`src/sv/assert_macros.svh`:
```
// assertion macros shared by the rtl files
`ifndef ASSERT_MACROS_SVH
`define ASSERT_MACROS_SVH

// property must hold at every clock edge outside reset
`define CHK_CLK(lbl, prop, msg) \
  lbl: assert property (@(posedge clk) disable iff (rst) prop) else $error(msg);

// condition must never be true outside reset
`define CHK_NEVER(lbl, cond, msg) \
  lbl: assert property (@(posedge clk) disable iff (rst) !(cond)) else $error(msg);

`endif

```
`src/sv/htft_pkg.sv`:
```
// types, constants and codes for the histogram tail threshold unit
package htft_pkg;

  localparam int BINS_DEF       = 400;
  localparam int BIN_WIDTH_DEF  = 5;
  localparam int COUNT_BITS_DEF = 32;

  localparam int FRAC_BITS     = 32;
  localparam int VALUE_BITS    = 16;
  localparam int BIN_OUT_BITS  = 9;
  localparam int CENTER_BITS   = 12;
  localparam int ACC_OUT_BITS  = 32;
  localparam int CFG_IDX_BITS  = 2;
  localparam int CFG_DATA_BITS = 32;

  localparam logic [FRAC_BITS-1:0] KEEP_FRACTION_RESET = 32'd429497;

  localparam logic [CFG_IDX_BITS-1:0] CFG_KEEP_FRACTION = 2'd0;
  localparam logic [CFG_IDX_BITS-1:0] CFG_CUT_ENABLE    = 2'd1;
  localparam logic [CFG_IDX_BITS-1:0] CFG_CUT_THRESHOLD = 2'd2;

  localparam logic OP_ADD     = 1'b0;
  localparam logic OP_COMPUTE = 1'b1;

  typedef struct packed {
    logic                  opcode;
    logic [VALUE_BITS-1:0] sample_value;
    logic [VALUE_BITS-1:0] cut_value;
    logic                  random_pass;
  } sample_t;

  typedef struct packed {
    logic                    found;
    logic [BIN_OUT_BITS-1:0] threshold_bin;
    logic [CENTER_BITS-1:0]  threshold_center;
    logic [ACC_OUT_BITS-1:0] accepted_count;
  } result_t;

  typedef struct packed {
    logic add;
    logic load;
    logic mul_step;
    logic sweep;
    logic scan;
    logic emit;
  } cmd_t;

  typedef struct packed {
    logic addr_zero;
    logic mul_last;
  } status_t;

endpackage

```
`src/sv/htft_ctrl.sv`:
```
// controller state machine for the histogram tail threshold unit
`include "assert_macros.svh"

module htft_ctrl (
  input  logic              clk,
  input  logic              rst,
  input  logic              start,
  input  logic              opcode,
  input  htft_pkg::status_t status,
  output htft_pkg::cmd_t    cmd,
  output logic              busy
);

  typedef enum logic [5:0] {
    ST_CLEAR = 6'b000001,
    ST_IDLE  = 6'b000010,
    ST_MUL   = 6'b000100,
    ST_WALK  = 6'b001000,
    ST_DRAIN = 6'b010000,
    ST_DONE  = 6'b100000
  } state_t;

  state_t state, state_next;

  always_ff @(posedge clk) begin
    if (rst) begin
      state <= ST_CLEAR;
    end else begin
      state <= state_next;
    end
  end

  always_comb begin
    state_next = state;
    cmd        = '0;
    case (state)
      ST_CLEAR: begin
        cmd.sweep = 1'b1;
        if (status.addr_zero) begin
          state_next = ST_IDLE;
        end
      end
      ST_IDLE: begin
        if (start) begin
          if (opcode == htft_pkg::OP_COMPUTE) begin
            cmd.load   = 1'b1;
            state_next = ST_MUL;
          end else begin
            cmd.add = 1'b1;
          end
        end
      end
      ST_MUL: begin
        cmd.mul_step = 1'b1;
        if (status.mul_last) begin
          state_next = ST_WALK;
        end
      end
      ST_WALK: begin
        cmd.sweep = 1'b1;
        cmd.scan  = 1'b1;
        if (status.addr_zero) begin
          state_next = ST_DRAIN;
        end
      end
      ST_DRAIN: begin
        state_next = ST_DONE;
      end
      ST_DONE: begin
        cmd.emit   = 1'b1;
        state_next = ST_IDLE;
      end
      default: begin
        state_next = ST_CLEAR;
      end
    endcase
  end

  assign busy = (state != ST_IDLE);

  `CHK_CLK(a_busy_fall, $fell(busy) |-> ($past(state) == ST_DONE || $past(state) == ST_CLEAR), "busy dropped outside done or clear")

endmodule

```
`config.mk`:
```
export PLATFORM = sky130hd
export DESIGN_NAME = htft_ctrl
export DESIGN_NICKNAME = d
export VERILOG_FILES = /design/src/sv/htft_pkg.sv /design/src/sv/htft_ctrl.sv
export VERILOG_INCLUDE_DIRS = /design/src /design/src/sv
export SDC_FILE = /design/constraint.sdc
export NUM_CORES = 1
export LEC_CHECK = 0
export ABC_AREA = 1
export BUFFER_PORTS_ARGS = -buffer_cell sky130_fd_sc_hd__buf_4
export CAP_MARGIN = 20
export CORE_MARGIN = 2
export CORE_UTILIZATION = 29
export DETAILED_ROUTE_END_ITERATION = 8
export SYNTH_ARGS = -nofsm -noshare
export SYNTH_HDL_FRONTEND = slang
export SYNTH_SLANG_ARGS = --single-unit
```
`constraint.sdc`:
```
create_clock -name clk -period 3 [get_ports clk]
set_input_delay 0.6 -clock clk [delete_from_list [all_inputs] [get_ports clk]]
set_output_delay 0.6 -clock clk [all_outputs]
set_load 0.01 [all_outputs]
```
==> impl_metrics.env <==
export IMPL_yosysTopAreaCell="dfxtp_1"
export IMPL_grt_pass1_wl_mm=1.166
export IMPL_critical_path_class="reg2out"
export IMPL_whs_path_depth=2
export IMPL_max_freq_ghz=0.5247
export IMPL_min_path_type="in2reg"
export IMPL_whs_endpoint="state[3]"
export IMPL_cp_arrival_ns=1.31
export IMPL_largest_reg_flops=6
export IMPL_p_leak_nw=0.2465
export IMPL_track_usage_pct=11.65
export IMPL_finish_utilization_pct=40.66
export IMPL_dieArea_sq_um=1608
export IMPL_end_kind="primary output"
export IMPL_ys_seq_area_share_pct=31.79
export IMPL_tritoncts="done"
export IMPL_setup_viol=0
export IMPL_peakVddDrop_uv=190.9
export IMPL_die_w_microns=40.10
export IMPL_reg2reg_depth=5
export IMPL_synth_top_cells_by_count="10 x inv_1, 7 x nor2_1, 6 x dfxtp_1, 6 x nand2_1"
export IMPL_fin_crit_ns=1.906
export IMPL_drc=0
export IMPL_post_cts_buffers=0
export IMPL_clk_pin_slew_ns=0.04
export IMPL_slowest_delay_ns=0.38
export IMPL_num_nets_final=77
export IMPL_place_congestion=0.7702
export IMPL_drt_pre_antenna_iters=4
export IMPL_numClockSinks=6
export IMPL_r2r_end="state[0]"
export IMPL_root_buffer="clkbuf_4"
export IMPL_synth_seq_cells=6
export IMPL_worstHoldStart="rst"
export IMPL_tightest_slew_ns=0.1745
export IMPL_ys_types=17
export IMPL_antenna_found_initial=0
export IMPL_tns_ns=0
export IMPL_power_density_nw_per_um2=485.9
export IMPL_drt_iter0_drc=8
export IMPL_relSlewSlack_pct=88.24
export IMPL_drive_above_1_share_pct=36.23
export IMPL_grt_max_degree=7
export IMPL_grt_overflow=0
export IMPL_synth_most_common_cell="inv_1"
export IMPL_skew_ns=0.0004190
export IMPL_dp_hpwl_microns=637.7
export IMPL_cts_path_max_buffers=2
export IMPL_hold_ws_ns=0.5618
export IMPL_htree_levels=1
export IMPL_synthFlopType="dfxtp_1"
export IMPL_crit_buf_inv=2
export IMPL_top_register="state"
export IMPL_numCtsBuffers=3
export IMPL_synth_area_leaders="dfxtp_1 32%, inv_1 9.9%, nor2_4 8.9%, nor2_1 7.0%, nand2_1 6.0%"
export IMPL_rows=13
export IMPL_path_cells="inv_1, nor2_1, nand3_2, nor3b_1, buf_4"
export IMPL_slew_violations=0
export IMPL_viasPerCell=4.571
export IMPL_syn_avg_cell_area_sq_um=6.997
export IMPL_initial_utilization_pct=30.17
export IMPL_period_share_pct=63.52
export IMPL_io_pin_count=13
export IMPL_top_regs="state (6)"
export IMPL_wirelength_microns=763
export IMPL_antenna_cells=0
export IMPL_r2r_start="state[2]"
export IMPL_run_status="finished, final reports clean"
export IMPL_path_max_fanout=4
export IMPL_syn_area_sq_um=377.9
export IMPL_cts_repair_resized=0
export IMPL_fp_dieH_microns=40.10
export IMPL_synth_enable_flop_cells=0
export IMPL_ys_warn_count=0
export IMPL_hold_viol=0
export IMPL_insertion_delay_ns=0.24
export IMPL_critical_path_top_delay_family="simple AND/OR/NAND/NOR gates"
export IMPL_crit_slowest_cell="dfxtp_1"
export IMPL_wl_per_cell_microns=9.083
export IMPL_required_ns=2.40
export IMPL_ff2ff_setup_slack_ns=1.82
export IMPL_rsz0062_at_grt="false"
export IMPL_p_total_mw=0.2474
export IMPL_synth_top_area_share_pct=31.79
export IMPL_io_buffers=12
export IMPL_ys_async_sr_fraction_pct=0
export IMPL_core_area_sq_um=1252
export IMPL_drtAntennaViolNets=0
export IMPL_area_growth_pct=34.77
export IMPL_first_global_vias=331
export IMPL_cp_start_kind="register"
export IMPL_maxCapViolCount=0
export IMPL_synthCells=54
export IMPL_routed_via_count=384
export IMPL_synthesis_nets=60
export IMPL_hold_buffers=0
[cells by family (layout without fill, tap and decap cells)]
family,count (synthesis),after routing,share of synthesized area (%)
buf+inv,10,25,9.935
compound gates,5,5,6.621
flops,6,6,31.79
simple gates,33,33,51.66
[layout make-up]
type,instances,area (sq um)
multi-input cells,38,220.2
well taps,15,18.77
flip-flops and latches,6,120.1
fillers,129,743.2
repair buffers,12,90.09
clock buffers,3,22.52
inverters,10,37.54
[stage by stage]
step	setup WS, ns	cells	cell area (sq um)
floorplan	1.366	54	377.9
global placement	1.367	81	486.7
detailed placement	1.340	81	486.7
CTS	1.063	84	509.2
global route	0.9934	84	509.2
finish	1.094	84	509.2
[cell usage in the layout (no fill, tap or decap), types with 2 or more instances in the layout]
cell	Yosys	layout
nor2_1	7	7
o21ai_0	2	2
nor2_2	2	2
nor2_4	3	3
buf_4	0	12
nand4_1	3	3
nand3_1	2	2
nand2_2	3	3
nand3_2	2	2
inv_1	10	10
clkbuf_4	0	3
a21oi_1	3	3
nand2_1	6	6
dfxtp_1	6	6
[worst max path at each step]
stage	startpoint	to	slack (ns)	cells after the start
2_1_floorplan	state[1]	cmd[5]	1.37	4
3_5_place_dp	state[1]	cmd[5]	1.34	5
3_3_place_gp	opcode	cmd[5]	1.37	3
6_report	state[1]	cmd[5]	1.09	5
5_1_grt	state[1]	cmd[5]	0.99	5
4_1_cts	state[1]	cmd[5]	1.06	5
[routing by layer]
| layer | GRT usage, % | vias up | share of wire, % |
|---|---|---|---|
| met5 | 0 | - | 0 |
| met1 | 11.71 | 165 | 47 |
| met3 | 3.333 | 2 | 7.1 |
| li1 | - | 205 | - |
| met4 | 10.34 | 0 | 1.7 |
| met2 | 19.35 | 12 | 44 |
[worst reg2reg max path, delay by kind of cell, from the launching register on]
family           cells  cell delay, ns
DFF                  1            0.34
and+or+nand+nor      5            0.73
[where the power goes]
group / switching [mW] / internal [mW] / leakage (nW)
registers: 0.00939 / 0.0873 / 0.0489
logic: 0.0423 / 0.0341 / 0.184
clock network: 0.0291 / 0.0452 / 0.0138
total: 0.0808 / 0.167 / 0.247
Power figures use the tool's default switching activity.
